==> config.mk <==
export PLATFORM = sky130hd
export DESIGN_NAME = clutch_brake_actuator_sequencer
export DESIGN_NICKNAME = d
export VERILOG_FILES = /design/src/hw/rtl/cbas_pkg.sv /design/src/hw/rtl/cbas_out_fifo.sv /design/src/hw/rtl/clutch_brake_actuator_sequencer.sv
export SDC_FILE = /design/constraint.sdc
export NUM_CORES = 1
export LEC_CHECK = 0
export BUFFER_PORTS_ARGS = -buffer_cell sky130_fd_sc_hd__buf_4
export CAP_MARGIN = 20
export CORE_MARGIN = 2
export CORE_UTILIZATION = 55
export CTS_BUF_LIST = sky130_fd_sc_hd__clkbuf_4 sky130_fd_sc_hd__clkbuf_8 sky130_fd_sc_hd__clkbuf_16
export CTS_CLUSTER_DIAMETER = 100
export DETAILED_ROUTE_END_ITERATION = 16
export GPL_ROUTABILITY_DRIVEN = 0
export PLACE_DENSITY = 0.73
export SLEW_MARGIN = 20
export SYNTH_ARGS = -nofsm -noshare
export SYNTH_HDL_FRONTEND = slang
export SYNTH_SLANG_ARGS = --single-unit
==> constraint.sdc <==
create_clock -name clk_i -period 14 [get_ports clk_i]
set_clock_uncertainty 0.05 [all_clocks]
set_input_delay 1.4 -clock clk_i [delete_from_list [all_inputs] [get_ports clk_i]]
set_output_delay 1.4 -clock clk_i [all_outputs]
set_load 0.01 [all_outputs]
==> src/hw/rtl/cbas_pkg.sv <==
package cbas_pkg;

  // timing constants
  localparam int unsigned TICK_MS   = 10;
  localparam int unsigned PWM_STEPS = 10;

  // widths
  localparam int unsigned TICK_W = 13;
  localparam int unsigned MS_W   = 16;
  localparam int unsigned PWM_W  = 4;
  localparam int unsigned CFG_W  = 13;

  localparam logic [TICK_W-1:0] MAX_TICKS = {TICK_W{1'b1}};

  // ms to ticks by reciprocal multiply, exact for 16-bit input and divisors up to 128
  localparam int unsigned RECIP_SHIFT = MS_W + 7;
  localparam int unsigned RECIP_W     = RECIP_SHIFT + 1;
  localparam int unsigned PROD_W      = MS_W + RECIP_W;
  localparam logic [RECIP_W-1:0] RECIP_MUL =
    RECIP_W'((64'd1 << RECIP_SHIFT) + 64'(TICK_MS) - 64'd1) / RECIP_W'(TICK_MS);

  // reset values
  localparam logic [TICK_W-1:0] DELAY_RST = TICK_W'(10);
  localparam logic [TICK_W-1:0] HOLD_RST  = TICK_W'(500);

  // beat opcodes
  typedef enum logic [1:0] {
    OP_TICK   = 2'd0,
    OP_CLUTCH = 2'd1,
    OP_BRAKE  = 2'd2,
    OP_PWM    = 2'd3
  } op_e;

  // command codes; the fourth code carries no name of its own
  localparam logic [1:0] CMD_OFF   = 2'd0;
  localparam logic [1:0] CMD_ON    = 2'd1;
  localparam logic [1:0] CMD_COAST = 2'd2;

  // indicator codes
  localparam logic [1:0] IND_NONE  = 2'd0;
  localparam logic [1:0] IND_BRAKE = 2'd1;
  localparam logic [1:0] IND_COAST = 2'd2;

  // configuration register indexes
  typedef enum logic [1:0] {
    REG_STAGED_BRAKE = 2'd0,
    REG_PWM_CLUTCH   = 2'd1,
    REG_CLUTCH_DUTY  = 2'd2,
    REG_HOLD_TICKS   = 2'd3
  } reg_e;

  // staged brake phases
  typedef enum logic [1:0] {
    PH_BRAKING   = 2'd0,
    PH_COASTING  = 2'd1,
    PH_RELEASING = 2'd2,
    PH_LOCKED    = 2'd3
  } phase_e;

  // one result beat
  typedef struct packed {
    logic       clutch_drive;
    logic       brake_pin_high;
    logic       valve_a;
    logic       valve_b;
    logic [1:0] indicator;
  } result_t;

  // fifo handshake toward the top level
  typedef struct packed {
    logic full;
    logic empty;
  } fifo_status_t;

endpackage

==> src/hw/rtl/cbas_out_fifo.sv <==
module cbas_out_fifo (
  input  logic                  clk_i,
  input  logic                  rst_ni,
  input  logic                  push_i,
  input  cbas_pkg::result_t     push_data_i,
  input  logic                  pop_i,
  output cbas_pkg::result_t     pop_data_o,
  output cbas_pkg::fifo_status_t status_o
);

  cbas_pkg::result_t entry_q [2];
  logic       wr_ptr_q;
  logic       rd_ptr_q;
  logic [1:0] cnt_q;
  logic [1:0] cnt_d;

  // occupancy
  always_comb begin
    cnt_d = cnt_q;
    if (push_i && !pop_i) begin
      cnt_d = cnt_q + 2'd1;
    end else if (pop_i && !push_i) begin
      cnt_d = cnt_q - 2'd1;
    end
  end

  // pointers and count
  always_ff @(posedge clk_i or negedge rst_ni) begin
    if (!rst_ni) begin
      wr_ptr_q <= 1'b0;
      rd_ptr_q <= 1'b0;
      cnt_q    <= 2'd0;
    end else begin
      cnt_q <= cnt_d;
      if (push_i) begin
        wr_ptr_q <= ~wr_ptr_q;
      end
      if (pop_i) begin
        rd_ptr_q <= ~rd_ptr_q;
      end
    end
  end

  // storage
  always_ff @(posedge clk_i) begin
    if (push_i) begin
      entry_q[wr_ptr_q] <= push_data_i;
    end
  end

  assign pop_data_o     = entry_q[rd_ptr_q];
  assign status_o.full  = (cnt_q == 2'd2);
  assign status_o.empty = (cnt_q == 2'd0);

endmodule

==> src/hw/rtl/clutch_brake_actuator_sequencer.sv <==
// The result of an accepted input beat is written into the result queue and reaches the output from there.
// Throughput: one beat per cycle; a two-entry result queue lets a new beat in
// while one result waits, and input stalls only when both entries are taken.
// Reset (asynchronous, active low): delays 10 ticks, brake phase braking, applied
// brake on, held levels clutch off, brake pin high, valves off, indicator none.
module clutch_brake_actuator_sequencer (
  input  logic                          clk_i,
  input  logic                          rst_ni,
  input  logic                          in_valid_i,
  output logic                          in_stall_o,
  input  logic [1:0]                    op_i,
  input  logic [1:0]                    command_i,
  input  logic [cbas_pkg::MS_W-1:0]     delay_ms_i,
  output logic                          out_valid_o,
  input  logic                          out_stall_i,
  output logic                          clutch_drive_o,
  output logic                          brake_pin_high_o,
  output logic                          valve_a_o,
  output logic                          valve_b_o,
  output logic [1:0]                    indicator_o,
  input  logic                          cfg_valid_i,
  output logic                          cfg_ready_o,
  input  logic [1:0]                    cfg_index_i,
  input  logic [cbas_pkg::CFG_W-1:0]    cfg_data_i
);

  // configuration
  logic                            staged_q;
  logic                            pwm_q;
  logic [cbas_pkg::PWM_W-1:0]      duty_q;
  logic [cbas_pkg::TICK_W-1:0]     hold_ticks_q;

  // sequencer state
  logic [cbas_pkg::TICK_W-1:0] clutch_delay_q, clutch_delay_d;
  logic                        clutch_cmd_q, clutch_cmd_d;
  logic                        relay_q, relay_d;
  logic [cbas_pkg::PWM_W-1:0]  pwm_step_q, pwm_step_d;
  logic [cbas_pkg::TICK_W-1:0] brake_delay_q, brake_delay_d;
  logic                        expired_q, expired_d;
  logic [1:0]                  brake_cmd_q, brake_cmd_d;
  logic [1:0]                  applied_q, applied_d;
  cbas_pkg::phase_e            phase_q, phase_d;
  logic [cbas_pkg::TICK_W-1:0] hold_q, hold_d;
  cbas_pkg::result_t           lvl_q, lvl_d;

  // staged machine signals
  logic [1:0]                  pact;
  cbas_pkg::phase_e            fsm_phase_nx;
  logic [cbas_pkg::TICK_W-1:0] fsm_hold_nx;
  cbas_pkg::result_t           fsm_lvl;

  // delay conversion
  logic [cbas_pkg::PROD_W-1:0] tick_prod;
  logic [cbas_pkg::MS_W-1:0]   tick_quot;
  logic [cbas_pkg::TICK_W-1:0] ticks;

  logic                  push;
  logic                  pop;
  cbas_pkg::result_t     out_data;
  cbas_pkg::fifo_status_t fifo_st;
  cbas_pkg::op_e         op;

  assign op          = cbas_pkg::op_e'(op_i);
  assign push        = in_valid_i && !in_stall_o;
  assign pop         = out_valid_o && !out_stall_i;
  assign in_stall_o  = fifo_st.full;
  assign out_valid_o = !fifo_st.empty;
  assign cfg_ready_o = 1'b1;

  // configuration writes
  always_ff @(posedge clk_i or negedge rst_ni) begin
    if (!rst_ni) begin
      staged_q     <= 1'b1;
      pwm_q        <= 1'b0;
      duty_q       <= '0;
      hold_ticks_q <= cbas_pkg::HOLD_RST;
    end else if (cfg_valid_i && cfg_ready_o) begin
      case (cbas_pkg::reg_e'(cfg_index_i))
        cbas_pkg::REG_STAGED_BRAKE: staged_q     <= cfg_data_i[0];
        cbas_pkg::REG_PWM_CLUTCH:   pwm_q        <= cfg_data_i[0];
        cbas_pkg::REG_CLUTCH_DUTY:  duty_q       <= cfg_data_i[cbas_pkg::PWM_W-1:0];
        cbas_pkg::REG_HOLD_TICKS:   hold_ticks_q <= cfg_data_i[cbas_pkg::TICK_W-1:0];
        default: ;
      endcase
    end
  end

  // milliseconds to control ticks, saturated
  always_comb begin
    tick_prod = cbas_pkg::PROD_W'(delay_ms_i) * cbas_pkg::PROD_W'(cbas_pkg::RECIP_MUL);
    tick_quot = tick_prod[cbas_pkg::RECIP_SHIFT +: cbas_pkg::MS_W];
    if (tick_quot > cbas_pkg::MS_W'(cbas_pkg::MAX_TICKS)) begin
      ticks = cbas_pkg::MAX_TICKS;
    end else begin
      ticks = tick_quot[cbas_pkg::TICK_W-1:0];
    end
  end

  // brake command seen by the staged machine on this tick
  always_comb begin
    if (!expired_q && brake_delay_q == '0) begin
      pact = brake_cmd_q;
    end else begin
      pact = applied_q;
    end
  end

  // staged machine: next phase and hold count
  always_comb begin
    fsm_phase_nx = phase_q;
    fsm_hold_nx  = hold_q;
    case (phase_q)
      cbas_pkg::PH_BRAKING: begin
        if (pact == cbas_pkg::CMD_OFF) begin
          fsm_phase_nx = cbas_pkg::PH_RELEASING;
          fsm_hold_nx  = '0;
        end else if (pact == cbas_pkg::CMD_COAST) begin
          fsm_phase_nx = cbas_pkg::PH_COASTING;
        end
      end
      cbas_pkg::PH_COASTING: begin
        if (pact == cbas_pkg::CMD_ON) begin
          fsm_phase_nx = cbas_pkg::PH_BRAKING;
        end else if (pact == cbas_pkg::CMD_OFF) begin
          fsm_phase_nx = cbas_pkg::PH_RELEASING;
          fsm_hold_nx  = '0;
        end
      end
      cbas_pkg::PH_RELEASING: begin
        if (hold_q >= hold_ticks_q) begin
          fsm_phase_nx = cbas_pkg::PH_LOCKED;
        end else if (hold_q != cbas_pkg::MAX_TICKS) begin
          fsm_hold_nx = hold_q + cbas_pkg::TICK_W'(1);
        end
        if (pact == cbas_pkg::CMD_ON || pact == cbas_pkg::CMD_COAST) begin
          fsm_phase_nx = cbas_pkg::PH_BRAKING;
        end
      end
      default: begin
        if (pact == cbas_pkg::CMD_ON || pact == cbas_pkg::CMD_COAST) begin
          fsm_phase_nx = cbas_pkg::PH_BRAKING;
        end
      end
    endcase
  end

  // staged machine: levels driven from the current phase
  always_comb begin
    fsm_lvl.clutch_drive = 1'b0;
    case (phase_q)
      cbas_pkg::PH_BRAKING: begin
        fsm_lvl.brake_pin_high = 1'b1;
        fsm_lvl.valve_a        = 1'b0;
        fsm_lvl.valve_b        = 1'b0;
        fsm_lvl.indicator      = cbas_pkg::IND_BRAKE;
      end
      cbas_pkg::PH_COASTING: begin
        fsm_lvl.brake_pin_high = 1'b1;
        fsm_lvl.valve_a        = 1'b1;
        fsm_lvl.valve_b        = 1'b0;
        fsm_lvl.indicator      = cbas_pkg::IND_COAST;
      end
      cbas_pkg::PH_RELEASING: begin
        fsm_lvl.brake_pin_high = 1'b1;
        fsm_lvl.valve_a        = 1'b1;
        fsm_lvl.valve_b        = 1'b1;
        fsm_lvl.indicator      = cbas_pkg::IND_NONE;
      end
      default: begin
        fsm_lvl.brake_pin_high = 1'b0;
        fsm_lvl.valve_a        = 1'b0;
        fsm_lvl.valve_b        = 1'b0;
        fsm_lvl.indicator      = cbas_pkg::IND_NONE;
      end
    endcase
  end

  // per-beat state update
  always_comb begin
    clutch_delay_d = clutch_delay_q;
    clutch_cmd_d   = clutch_cmd_q;
    relay_d        = relay_q;
    pwm_step_d     = pwm_step_q;
    brake_delay_d  = brake_delay_q;
    expired_d      = expired_q;
    brake_cmd_d    = brake_cmd_q;
    applied_d      = applied_q;
    phase_d        = phase_q;
    hold_d         = hold_q;
    lvl_d          = lvl_q;
    case (op)
      cbas_pkg::OP_TICK: begin
        // clutch delay countdown
        if (clutch_delay_q != '0) begin
          clutch_delay_d = clutch_delay_q - cbas_pkg::TICK_W'(1);
        end else if (pwm_q) begin
          relay_d = clutch_cmd_q;
        end else begin
          lvl_d.clutch_drive = clutch_cmd_q;
        end
        if (staged_q) begin
          // hand the command over once, then run the phase machine
          if (!expired_q) begin
            if (brake_delay_q == '0) begin
              applied_d = brake_cmd_q;
              expired_d = 1'b1;
            end else begin
              brake_delay_d = brake_delay_q - cbas_pkg::TICK_W'(1);
            end
          end
          phase_d              = fsm_phase_nx;
          hold_d               = fsm_hold_nx;
          lvl_d.brake_pin_high = fsm_lvl.brake_pin_high;
          lvl_d.valve_a        = fsm_lvl.valve_a;
          lvl_d.valve_b        = fsm_lvl.valve_b;
          lvl_d.indicator      = fsm_lvl.indicator;
        end else begin
          // plain brake: an expired count reads as zero and reapplies every tick
          expired_d = 1'b0;
          if (!expired_q && brake_delay_q != '0) begin
            brake_delay_d = brake_delay_q - cbas_pkg::TICK_W'(1);
          end else begin
            brake_delay_d        = '0;
            lvl_d.brake_pin_high = (brake_cmd_q != cbas_pkg::CMD_OFF);
          end
          lvl_d.indicator = cbas_pkg::IND_NONE;
        end
      end
      cbas_pkg::OP_CLUTCH: begin
        clutch_delay_d = ticks;
        clutch_cmd_d   = (command_i != cbas_pkg::CMD_OFF);
        if (delay_ms_i == '0 &&
            (command_i == cbas_pkg::CMD_ON || command_i == cbas_pkg::CMD_OFF)) begin
          if (pwm_q) begin
            relay_d = (command_i == cbas_pkg::CMD_ON);
          end else begin
            lvl_d.clutch_drive = (command_i == cbas_pkg::CMD_ON);
          end
        end
      end
      cbas_pkg::OP_BRAKE: begin
        brake_delay_d = ticks;
        expired_d     = 1'b0;
        brake_cmd_d   = command_i;
        if (delay_ms_i == '0) begin
          if (command_i == cbas_pkg::CMD_ON) begin
            lvl_d.brake_pin_high = 1'b1;
            if (staged_q) begin
              lvl_d.valve_a = 1'b0;
              lvl_d.valve_b = 1'b0;
            end
          end
          if (command_i == cbas_pkg::CMD_OFF && !staged_q) begin
            lvl_d.brake_pin_high = 1'b0;
          end
        end
      end
      default: begin
        // millisecond pwm tick
        if (pwm_q) begin
          if (relay_q) begin
            lvl_d.clutch_drive = (pwm_step_q < duty_q);
            if (pwm_step_q == cbas_pkg::PWM_W'(cbas_pkg::PWM_STEPS - 1)) begin
              pwm_step_d = '0;
            end else begin
              pwm_step_d = pwm_step_q + cbas_pkg::PWM_W'(1);
            end
          end else begin
            lvl_d.clutch_drive = 1'b0;
          end
        end
      end
    endcase
  end

  // state registers
  always_ff @(posedge clk_i or negedge rst_ni) begin
    if (!rst_ni) begin
      clutch_delay_q       <= cbas_pkg::DELAY_RST;
      clutch_cmd_q         <= 1'b0;
      relay_q              <= 1'b0;
      pwm_step_q           <= '0;
      brake_delay_q        <= cbas_pkg::DELAY_RST;
      expired_q            <= 1'b0;
      brake_cmd_q          <= cbas_pkg::CMD_OFF;
      applied_q            <= cbas_pkg::CMD_ON;
      phase_q              <= cbas_pkg::PH_BRAKING;
      hold_q               <= '0;
      lvl_q.clutch_drive   <= 1'b0;
      lvl_q.brake_pin_high <= 1'b1;
      lvl_q.valve_a        <= 1'b0;
      lvl_q.valve_b        <= 1'b0;
      lvl_q.indicator      <= cbas_pkg::IND_NONE;
    end else if (push) begin
      clutch_delay_q <= clutch_delay_d;
      clutch_cmd_q   <= clutch_cmd_d;
      relay_q        <= relay_d;
      pwm_step_q     <= pwm_step_d;
      brake_delay_q  <= brake_delay_d;
      expired_q      <= expired_d;
      brake_cmd_q    <= brake_cmd_d;
      applied_q      <= applied_d;
      phase_q        <= phase_d;
      hold_q         <= hold_d;
      lvl_q          <= lvl_d;
    end
  end

  // result queue
  cbas_out_fifo u_out_fifo (
    .clk_i       (clk_i),
    .rst_ni      (rst_ni),
    .push_i      (push),
    .push_data_i (lvl_d),
    .pop_i       (pop),
    .pop_data_o  (out_data),
    .status_o    (fifo_st)
  );

  assign clutch_drive_o   = out_data.clutch_drive;
  assign brake_pin_high_o = out_data.brake_pin_high;
  assign valve_a_o        = out_data.valve_a;
  assign valve_b_o        = out_data.valve_b;
  assign indicator_o      = out_data.indicator;

  // checks
  a_result_follows: assert property (@(posedge clk_i) disable iff (!rst_ni)
    push |=> out_valid_o)
    else $error("accepted beat left no result");

  a_pwm_off_holds_clutch: assert property (@(posedge clk_i) disable iff (!rst_ni)
    (push && op == cbas_pkg::OP_PWM && !pwm_q) |=> $stable(lvl_q.clutch_drive))
    else $error("pwm beat moved the clutch with pwm disabled");

  a_indicator_code: assert property (@(posedge clk_i) disable iff (!rst_ni)
    lvl_q.indicator != 2'd3)
    else $error("indicator holds an undefined code");

  a_plain_no_indicator: assert property (@(posedge clk_i) disable iff (!rst_ni)
    (push && op == cbas_pkg::OP_TICK && !staged_q) |=> lvl_q.indicator == cbas_pkg::IND_NONE)
    else $error("plain brake tick left an indicator code");

endmodule

== Word-level counts from Yosys, hierarchy flattened ==
Memories as Yosys holds them, arrays and structs flattened.
Index checks and enable logic that the tools add are counted.
Cells by class
  multiply operators: 1
  reduce and logical (&&, ||, !) cells: 49
  multiplexer cells: 53
  add/subtract/negate cells: 6
  $lt $le $gt $ge: 2
  eq/ne operators: 26
  bitwise gates (word level): 4
Operators with widths (count)
  $mux W13: 9
  $pmux W13 S2: 2
  $pmux W13 S3: 1
  $mul A16 B20 Y36 const B: 1
  $mux W2: 14
  $reduce_bool A13 Y1: 2
  $sub A13 B1 Y13 const B: 2
  $mux W1: 18
  $logic_not A16 Y1: 1
  $ne A2 B2 Y1 const B: 8
  $ne A3 B3 Y1 const B: 5
  $pmux W5 S3: 1
  $reduce_and A2 Y1: 7
  $reduce_and A7 Y1: 2
  $add A13 B1 Y13 const B: 1
  $ge A13 B13 Y1: 1
  $logic_not A13 Y1: 1
  $ne A13 B13 Y1 const B: 1
  $eq A2 B2 Y1 const B: 6
  $logic_not A2 Y1: 6
  $eq A2 B1 Y1 const B: 5
  $reduce_bool A2 Y1: 5
  $logic_and A1 B1 Y1: 8
  $reduce_and A4 Y1: 2
  20 further kinds: 32
Word-level totals
  RAM bits: 12
  flip-flop bits (word level): 81
  input port bits: 40
  memories: 1
Memories
  u_out_fifo.entry_q: words 2, bits a word 6, rd ports 1, clocked after Yosys merged registers in 0, wr ports 1, line cbas_out_fifo.sv:11  | cbas_pkg::result_t entry_q [2];

== Longest topological paths before layout ==
Gate-level depths: netlist (run 1).
  depth after elaboration: 7
  mapped depth: 23
  depth with buffers taken out: 23

== By module ==
From an unflattened synthesis (run 1), not the netlist that was laid out.
Unflattened totals
  cell total of the unflattened synthesis: 1078
  area, all modules: 10102.2 µm²
Modules (own cells, without submodules)
  clutch_brake_actuator_sequencer: cells each 1043, times used 1, area an instance 9474.1 µm², sequential area each 1943.1 µm²
  cbas_out_fifo: cells each 35, times used 1, area an instance 628.1 µm², sequential area each 460.4 µm²

== Least setup slack after synthesis (run 1) ==
OpenSTA, ideal clock, no wires.
  path type: input to register
  start: input delay_ms_i[8] (netlist name)
  end: register brake_delay_q[9] (netlist name)
  stages on the path: 21
  arrival time: 6.523 ns
  setup time: 0.126 ns
  path slack: 7.301 ns
  path through: inv_1 ha_1 inv_1 fa_1 inv_1 fa_1 fa_1 inv_1 fa_1 fa_1 inv_1 ha_1 nand4_1 or2_2 a211oi_1 nand4bb_1 a21oi_1 o21ai_1 a21oi_1 xnor2_1 a221o_1
On the way
  longest elaborated chain between the ends: 2
Ends and longest elaborated chain
  start, declared: line clutch_brake_actuator_sequencer.sv:13  | input logic [cbas_pkg::MS_W-1:0] delay_ms_i,
  $mul A16 B20 Y36: line clutch_brake_actuator_sequencer.sv:90  | tick_prod = cbas_pkg::PROD_W'(delay_ms_i) * cbas_pkg::PROD_W'(cbas_pkg::RECIP_MUL);
  $pmux W13 S2: line clutch_brake_actuator_sequencer.sv:191  | case (op)
  end signal, assigned: line clutch_brake_actuator_sequencer.sv:283  | brake_delay_q <= cbas_pkg::DELAY_RST;
  end signal, assigned: line clutch_brake_actuator_sequencer.sv:299  | brake_delay_q <= brake_delay_d;
  end, declared: line clutch_brake_actuator_sequencer.sv:38  | logic [cbas_pkg::TICK_W-1:0] brake_delay_q, brake_delay_d;
No other way between the ends.
A chain may end at the register's enable or synchronous reset.

== Final worst setup path (run 1) ==
Ends and elaborated chain as after synthesis.

==> results of run 1 <==
-- report_power, final --
part / total (uW) / internal (uW) / switching [uW]
sequential: 442 / 370 / 72.4
clock: 258 / 144 / 114
combinational: 1440 / 603 / 833
total: 2140 / 1120 / 1020
-- routing by layer --
metal	vias to the layer above	share of wire, %	track usage (%)
met5	-	0	0
met1	3411	46	30.31
li1	3469	-	-
met4	0	1.0	4.977
met2	125	49	39.48
met3	19	4.1	2.685
-- state kept, by name, summed over array words and instances (netlist names), 2 cells and up --
| register | count |
|---|---|
| hold_ticks_q | 13 |
| applied_q | 2 |
| u_out_fifo.cnt_q | 2 |
| u_out_fifo.entry_q | 12 |
| clutch_delay_q | 13 |
| duty_q | 4 |
| hold_q | 13 |
| lvl_q | 6 |
| phase_q | 2 |
| brake_cmd_q | 2 |
| brake_delay_q | 13 |
| pwm_step_q | 4 |
-- area by class of cell --
type,count,area (um^2),area share (%)
clock buffer,9,225.2,2.144
clock inverter,7,88.84,0.8457
sequential,93,2404,22.88
tap,225,281.5,2.680
multi-input combinational,701,6409,61.01
timing repair buffer,48,364.1,3.466
inverter,195,732.0,6.968
-- final timing paths --
check / end / startpoint
max: brake_delay_q[9] / delay_ms_i[8]
min: lvl_q[2] / lvl_q[2]
max reg2reg: hold_q[11] / brake_delay_q[0]
min reg2reg: lvl_q[2] / lvl_q[2]
max in group asynchronous: hold_q[2] / rst_ni
min in group asynchronous: brake_delay_q[2] / rst_ni
-- layout by cell type, fill, tap and decap left out, types with 7 or more instances in the layout --
cell type and instances:
buf_4 47, dfrtp_1 68, xor2_1 7, nor3_1 18, edfxtp_1 12, or3_1 9, nor3b_1 8, dfstp_2 13
ha_1 160, clkbuf_16 9, o21ai_0 42, fa_1 77, nor2_1 46, nand3_1 17, nor4_1 9, xnor2_1 21
mux2_2 29, a21oi_1 51, nand4_1 8, nor2b_1 7, and3_1 7, a21o_1 19, inv_1 194, nand2_1 65
nand2b_1 12
-- cell families (layout without fill, tap and decap cells) --
group | after synthesis | after routing | share of synthesized area (%)
xor gates and xnor gates | 28 | 28 | 2.546
and+or+nand+nor | 229 | 229 | 12.00
other | 1 | 1 | 0.03894
DFF | 93 | 93 | 24.96
muxes | 31 | 31 | 3.599
buffers and inverters | 214 | 259 | 8.497
adders and majority gates | 237 | 237 | 36.79
AOI/OAI and AO/OA | 175 | 175 | 11.56
-- critical path: stages --
cell and delay, ns:
buf_4 0.10, inv_1 0.06, ha_1 0.31, inv_1 0.07, fa_1 0.49, inv_1 0.07
fa_1 0.55, fa_1 0.56, inv_1 0.05, fa_1 0.50, fa_1 0.54, inv_1 0.04
ha_1 0.28, nand4_1 0.15, or2_2 0.32, a211oi_1 0.23, nand4bb_1 0.24, a21oi_1 0.16
o21ai_1 0.25, a21oi_1 0.12, xnor2_1 0.19, a221o_1 0.38
-- stage by stage --
step / hold slack (ns) / power (uW) / cells / util, %
finish: 0.4459 / 2136 / 1278 / 60.94
global route: 0.4659 / 2371 / 1278 / 60.94
CTS: 0.4393 / 2144 / 1278 / 60.92
detailed placement: 0.4182 / 1872 / 1262 / 59.10
global placement: 0.4136 / 1847 / 1262 / 59.10
floorplan: 0.3966 / 1494 / 1008 / -
==> flow_summary.ini, run 1 <==
[setup_path]
crit_path_start_kind = primary input
path_max_fanout = 4
crit_path_end_kind = flip-flop
cp.arrival_ns = 7.08
path_class = in2reg
critical_path_required_ns = 14.17
rr_worst_depth = 16
ff2ff_setup_slack_ns = 8.91

[floorplanning]
die-area_um2 = 18580
die_w_um = 136.3
coreArea_um2 = 17240
die_h_um = 136.3
start_util_pct = 55.87
fp-row-count = 48
pin_count = 49

[yosys]
ys_ff_latch = 93
netlist.top_cell.by_area = ha_1
syn_area_um2 = 9630
synth.avg_cell_area_um2 = 9.554
synth_common_cells = 194 x inv_1, 160 x ha_1, 77 x fa_1
ys_seq_area_share_pct = 24.96
yosys_warnings = 0
synth_top_area_share_pct = 20.79
ys_types = 68
syn_nets = 1285
async_flop_share_pct = 87.10
yosysMostFrequentCell = inv_1
synthFlopType = dfrtp_1
synthCells = 1008
ys_top_cells_by_area = ha_1 21%, dfrtp_1 18%, fa_1 16%
synth-edff-count = 12

[clocking]
cts_made_buffers = 9
post_cts_buffers = 0
cts_sinks = 93
h-tree-depth = 3
hold_buffers = 0
clockBufferDepth = 2
post_cts_resized = 0
clk_root_buffer_cell = clkbuf_16
clkTransAtPathRegs_ns = 0.07
clkLatencyLatePin_ns = 0.35
cts_tree = built

[drt]
dr.pass1.iters = 4
vias = 7024
drt-initial-drc-count = 338
ant_nets = 0
avgViaCountPerCell = 5.496
routedWlPerCell_um = 15.48
routed_wl_mm = 19.79
drc = 0

[timing]
min_period_over_period_pct = 49.34
finalSetupViolations = 0
drv_slew = 0
setup_tns_ns = 0
post-route-min-period_ns = 6.907
fmax_mhz = 144.8
hold_viol_final = 0
tightest_slew_ns = 0.8336
relSlewSlack_pct = 44.42
rsz0062_at_grt = false
fin_ws_ns = 7.093

[cells_and_area]
layout-drive-gt1-share_pct = 11.30
num_antenna_cells = 0
fin_area_um2 = 10500
fillers = 1470
area_growth_pct = 9.068
final_nets = 1325

[power_and_ir_drop]
leakagePower_uw = 0.005355
p_per_area_nw_per_um2 = 203.3
vdd_ir_drop_max_uv = 94.61

[hold_path]
hp-class = reg2reg
worstHoldPathCells = 2

[placement]
dp_hpwl_mm = 16.39
port_buffers = 47
postPlaceCellArea_um2 = 10190
dp_slack_ns = 6.722

[global_routing]
grt_max_degree = 82
antenna_found_initial = 0
first_global_vias = 7124
grt_pass1_wl_mm = 33.43
overflow = 0
track_usage_pct = 22.64

[outcome]
status = complete, no violations

[flow_run]
max_cap_violations = 0
(Power assumes the default switching activity.)
==> run 2: changes to the inputs <==
--- a/config.mk
+++ b/config.mk
@@ -5,6 +5,7 @@
 export SDC_FILE = /design/constraint.sdc
 export NUM_CORES = 1
 export LEC_CHECK = 0
+export ABC_AREA = 1
 export BUFFER_PORTS_ARGS = -buffer_cell sky130_fd_sc_hd__buf_4
 export CAP_MARGIN = 20
 export CORE_MARGIN = 2
@@ -13,7 +14,7 @@
 export CTS_CLUSTER_DIAMETER = 100
 export DETAILED_ROUTE_END_ITERATION = 16
 export GPL_ROUTABILITY_DRIVEN = 0
-export PLACE_DENSITY = 0.73
+export PLACE_DENSITY = 0.75
 export SLEW_MARGIN = 20
 export SYNTH_ARGS = -nofsm -noshare
 export SYNTH_HDL_FRONTEND = slang
==> constraint.sdc (replaced) <==
create_clock -name clk_i -period 5.75 [get_ports clk_i]
set_clock_uncertainty 0.05 [all_clocks]
set_input_delay 0.575 -clock clk_i [delete_from_list [all_inputs] [get_ports clk_i]]
set_output_delay 0.575 -clock clk_i [all_outputs]
set_load 0.01 [all_outputs]
==> run 2 against run 1 <==
Worst hold slack lost 0.40 ns. Clock power up 120%. Non-clock buffer count up 2. Count of clock-buffer cells in the layout grew 2. Register-to-register slack got worse by 6.6 ns. Largest power group unchanged.
==> flow_summary.ini, run 2 <==
[yosys]
ys_seq_area_share_pct = 21.72
ys_ff_latch = 93
ys_types = 43
synth_top_area_share_pct = 18.09
synth_common_cells = 366 x nand2_1, 326 x inv_1, 160 x ha_1
synthCells = 1507
netlist.top_cell.by_area = ha_1
yosysMostFrequentCell = nand2_1
synth.avg_cell_area_um2 = 7.342
syn_nets = 1784
synthFlopType = dfrtp_1
syn_area_um2 = 11060
yosys_warnings = 0
synth-edff-count = 12
ys_top_cells_by_area = ha_1 18%, dfrtp_1 15%, fa_1 14%
async_flop_share_pct = 87.10

[clocking]
cts_tree = built
cts_sinks = 93
h-tree-depth = 3
clk_root_buffer_cell = clkbuf_16
clockBufferDepth = 2
clkTransAtPathRegs_ns = 0.07
hold_buffers = 0
clkLatencyLatePin_ns = 0.34
cts_made_buffers = 9

[hold_path]
hp-class = in2async

[drt]
wl_met1_mm = 12.07
route.met3.wl_mm = 1.785
avgViaCountPerCell = 5.243
routedWlPerCell_um = 14.19
dr.pass1.iters = 6
ant_nets = 0
wl_met2_mm = 11.60
drt-initial-drc-count = 721
vias = 9553
highest_layer = met4
drc = 0
routed_wl_mm = 25.85

[setup_path]
crit_path_end_kind = flip-flop
cp_common_cell = nand2_1
cp_slowest_cell = fa_1
crit_path_start_kind = primary input
path_class = in2reg
path_delay_family = adder cells
path_max_fanout = 5
critical_path_required_ns = 5.94
max_stage_delay_ns = 0.56
cp.arrival_ns = 5.57
path_buf_inv = 6

[outcome]
status = complete, no violations

[floorplanning]
die-area_um2 = 21270
fp-row-count = 51
pin_count = 49
coreArea_um2 = 19590
start_util_pct = 56.48
die_w_um = 145.8
die_h_um = 145.8

[timing]
whs_ns = 0.05084
min_period_over_period_pct = 93.62
setup_tns_ns = 0
rsz0062_at_grt = false
fmax_mhz = 185.8
hold_viol_final = 0
tightest_slew_ns = 1.071
drv_slew = 0
relSlewSlack_pct = 28.63
post-route-min-period_ns = 5.383
finalSetupViolations = 0

[power_and_ir_drop]
switchingPower_uw = 3774
finalPower_uw = 6807
swShare_pct = 55.45
p_comb_share_pct = 76.0
p_per_area_nw_per_um2 = 568.3
leakagePower_uw = 0.006611
p_seq_share_pct = 15.7
p_int_uw = 3032
clock_power_share_pct = 8.4
vdd_ir_drop_max_uv = 377.6

[placement]
placed_cells = 1806
dp_hpwl_mm = 21.80
port_buffers = 47

[global_routing]
first_global_vias = 9484
track_usage_pct = 25.61
antenna_found_initial = 0
overflow = 0
grt_max_degree = 63
grt_pass1_wl_mm = 44.70

[cells_and_area]
final_nets = 1829
num_antenna_cells = 0
fin_cells = 1822
final_cell_mix = 366 x nand2_1, 326 x inv_1, 160 x ha_1
postLayoutCoreUtil_pct = 61.14
layout-drive-gt1-share_pct = 6.230
area_growth_pct = 8.255
mostFrequentLayoutCell = nand2_1

[flow_run]
max_cap_violations = 0
## run 2: area by class of cell
type | instances | area, um^2
clock buffer | 11 | 246.5
multi-input combinational | 1068 | 7348
sequential | 93 | 2404
clock inverter | 5 | 33.78
inverter | 330 | 1239
timing repair buffer | 50 | 375.4
fill | 1813 | 7612
tap | 265 | 331.6
## run 2: through the flow
step / setup slack, ns / instance area, um^2
floorplan: 0.6538 / 11060
global placement: 0.1268 / 11690
detailed placement: 0.002375 / 11690
CTS: 0.3644 / 11970
global route: 0.01769 / 11980
finish: 0.3668 / 11980
## run 2: path summary, 6_finish.rpt
path | start | end | slack [ns] | cells past startpoint
min | rst_ni | clutch_delay_q[11] | 0.05 | 1
min in group clk_i | cfg_data_i[7] | hold_ticks_q[7] | 0.43 | 3
max in group asynchronous | rst_ni | hold_ticks_q[10] | 4.51 | 2
min reg2reg | duty_q[0] | duty_q[0] | 0.43 | 2
max | delay_ms_i[8] | clutch_delay_q[5] | 0.37 | 25
max reg2reg | brake_delay_q[1] | hold_q[12] | 2.35 | 17
## run 2: power groups by stage
stage	Combinational, uW	Clock, uW	Sequential, uW
floorplan	3830	0	1030
global placement	4990	0	1070
detailed placement	5060	0	1080
CTS	5100	578	1070
global route	5970	608	1090
finish	5170	571	1070
## run 2: cell families after synthesis
kind of cell | after synthesis | synth area share (%)
muxes | 4 | 0.3845
and+or+nand+nor | 637 | 23.87
DFF | 93 | 21.72
xor gates and xnor gates | 29 | 2.296
AOI/OAI and AO/OA | 160 | 7.758
other | 1 | 0.03389
buffers and inverters | 346 | 11.91
adders and majority gates | 237 | 32.03
## run 2: timing repair
item,CTS,global route
setup buffers,0,0
gates resized for setup,0,2
endpoints found under the setup margin,0,1
## run 2: worst reg2reg max path, delay by kind of cell (launching register included)
family,cells,cell delay [ns]
adders and majority gates,2,0.40
buffers and inverters,1,0.06
AOI/OAI and AO/OA,2,0.32
and+or+nand+nor,12,1.97
DFF,1,0.54
## run 2: layer usage
layer	vias to the layer above	global-route usage, %
li1	4787	-
met1	4458	35.48
met2	280	41.32
met3	28	5.643
met4	0	5.686
met5	-	0
==> run 3: changes to the inputs <==
--- a/config.mk
+++ b/config.mk
@@ -9,12 +9,11 @@
 export BUFFER_PORTS_ARGS = -buffer_cell sky130_fd_sc_hd__buf_4
 export CAP_MARGIN = 20
 export CORE_MARGIN = 2
-export CORE_UTILIZATION = 55
+export CORE_UTILIZATION = 40
 export CTS_BUF_LIST = sky130_fd_sc_hd__clkbuf_4 sky130_fd_sc_hd__clkbuf_8 sky130_fd_sc_hd__clkbuf_16
 export CTS_CLUSTER_DIAMETER = 100
 export DETAILED_ROUTE_END_ITERATION = 16
 export GPL_ROUTABILITY_DRIVEN = 0
-export PLACE_DENSITY = 0.75
 export SLEW_MARGIN = 20
 export SYNTH_ARGS = -nofsm -noshare
 export SYNTH_HDL_FRONTEND = slang
==> run 3 against run 2 <==
Die area is 36% higher. Count of clock-buffer cells in the layout down 2. Clock power rose by 2%. Non-clock buffer count up 1. Setup slack improved by 0.081 ns.
==> flow_summary.ini, run 3 (synthesis results as in run 2) <==
[outcome]
status = complete, no violations

[clocking]
cts_sinks = 93
h-tree-depth = 3
post_cts_buffers = 0
post_cts_resized = 0
clockBufferDepth = 2
cts_made_buffers = 9
clkTransAtPathRegs_ns = 0.07
cts_tree = built
clkLatencyLatePin_ns = 0.35
hold_buffers = 0
clk_root_buffer_cell = clkbuf_16

[global_routing]
overflow = 0
antenna_found_initial = 0
track_usage_pct = 20.30
grt_max_degree = 65
grt_pass1_wl_mm = 46.86
first_global_vias = 9541

[floorplanning]
die_h_um = 170.3
fp-row-count = 60
start_util_pct = 40.94
coreArea_um2 = 27030
die_w_um = 170.3
pin_count = 49
die-area_um2 = 29010

[setup_path]
path_buf_inv = 7
cp_slowest_cell = fa_1
crit_path_start_kind = primary input
cp_common_cell = inv_1
crit_chain = buf_4 -> inv_1 -> ha_1 -> inv_1 -> fa_1 -> inv_1 -> fa_1 -> fa_1 -> fa_1 -> inv_1 -> fa_1 -> inv_1 -> ha_1 -> nand2_1 -> nor2_1 -> inv_1 -> nor2_1 -> nand2_1 -> nor2_1 -> nand2_1 -> nand3_1 -> nand3_1 -> nand2_1 -> o21ai_0
crit_path_end_kind = flip-flop
ff2ff_setup_slack_ns = 2.28
path_delay_family = adder cells
path_max_fanout = 5
critical_path_required_ns = 5.91
max_stage_delay_ns = 0.56
cp.arrival_ns = 5.46
path_class = in2reg

[timing]
hold_viol_final = 0
post-route-min-period_ns = 5.303
rsz0062_at_grt = false
relSlewSlack_pct = 32.55
tightest_slew_ns = 1.012
drv_slew = 0
min_period_over_period_pct = 92.22
setup_tns_ns = 0
fmax_mhz = 188.6
fin_ws_ns = 0.4473
finalSetupViolations = 0

[cells_and_area]
num_antenna_cells = 0
layout-drive-gt1-share_pct = 6.162
final_nets = 1830
mostFrequentLayoutCell = nand2_1
final_cell_mix = 366 x nand2_1, 326 x inv_1, 160 x ha_1
fin_area_um2 = 12090
area_growth_pct = 9.227
fillers = 2808

[flow_run]
max_cap_violations = 0

[placement]
dp_slack_ns = 0.09719
port_buffers = 47
postPlaceCellArea_um2 = 11800
dp_hpwl_mm = 22.73

[power_and_ir_drop]
p_per_area_nw_per_um2 = 568.9
leakagePower_uw = 0.006607
vdd_ir_drop_max_uv = 305.0

[hold_path]
hp-class = in2async

[drt]
ant_nets = 0
dr.pass1.iters = 5
avgViaCountPerCell = 4.943
drc = 0
vias = 9386
drt-initial-drc-count = 652
routed_wl_mm = 27.09
routedWlPerCell_um = 14.27
## run 3: area by class of cell
class / count / area [um^2] / area share [%]
Sequential cell: 93 / 2404 / 19.89
Inverter: 330 / 1239 / 10.25
Timing Repair Buffer: 51 / 382.9 / 3.168
Clock inverter: 7 / 65.06 / 0.5384
Tap cell: 341 / 426.7 / 3.530
Clock buffer: 9 / 225.2 / 1.864
Multi-Input combinational cell: 1068 / 7343 / 60.76
## run 3: worst paths after layout
check	startpoint	end	cells after the start
worst max-delay path	delay_ms_i[8]	clutch_delay_q[6]	24
worst min-delay path	rst_ni	brake_delay_q[9]	1
worst max register to register	brake_delay_q[1]	hold_q[4]	17
worst min register to register	duty_q[1]	duty_q[1]	2
max in group asynchronous	rst_ni	hold_q[4]	2
min in group clk_i	cfg_data_i[6]	hold_ticks_q[6]	3
## run 3: through the flow
stage,total power [uW],hold slack [ns],std cells,utilization (%)
5_1_grt,7817,0.04387,1899,44.72
2_1_floorplan,4858,0.2294,1507,-
4_1_cts,6880,0.03570,1899,44.72
3_5_place_dp,6248,0.4193,1883,43.64
3_3_place_gp,6212,0.4164,1883,43.64
6_report,6876,0.03658,1899,44.72
## run 3: power by group
part           internal, uW  leakage, uW  total [uW]  switching [uW]
logic                  1840      0.00539        5230            3390
clock network           304     0.000134         582             278
registers               901      0.00109        1070             166
## run 3: per-layer routing
layer	track usage [%]	wire length [um]
met5	0	0
met2	32.59	12100
met3	3.791	1334
met1	28.94	13410
met4	3.270	258
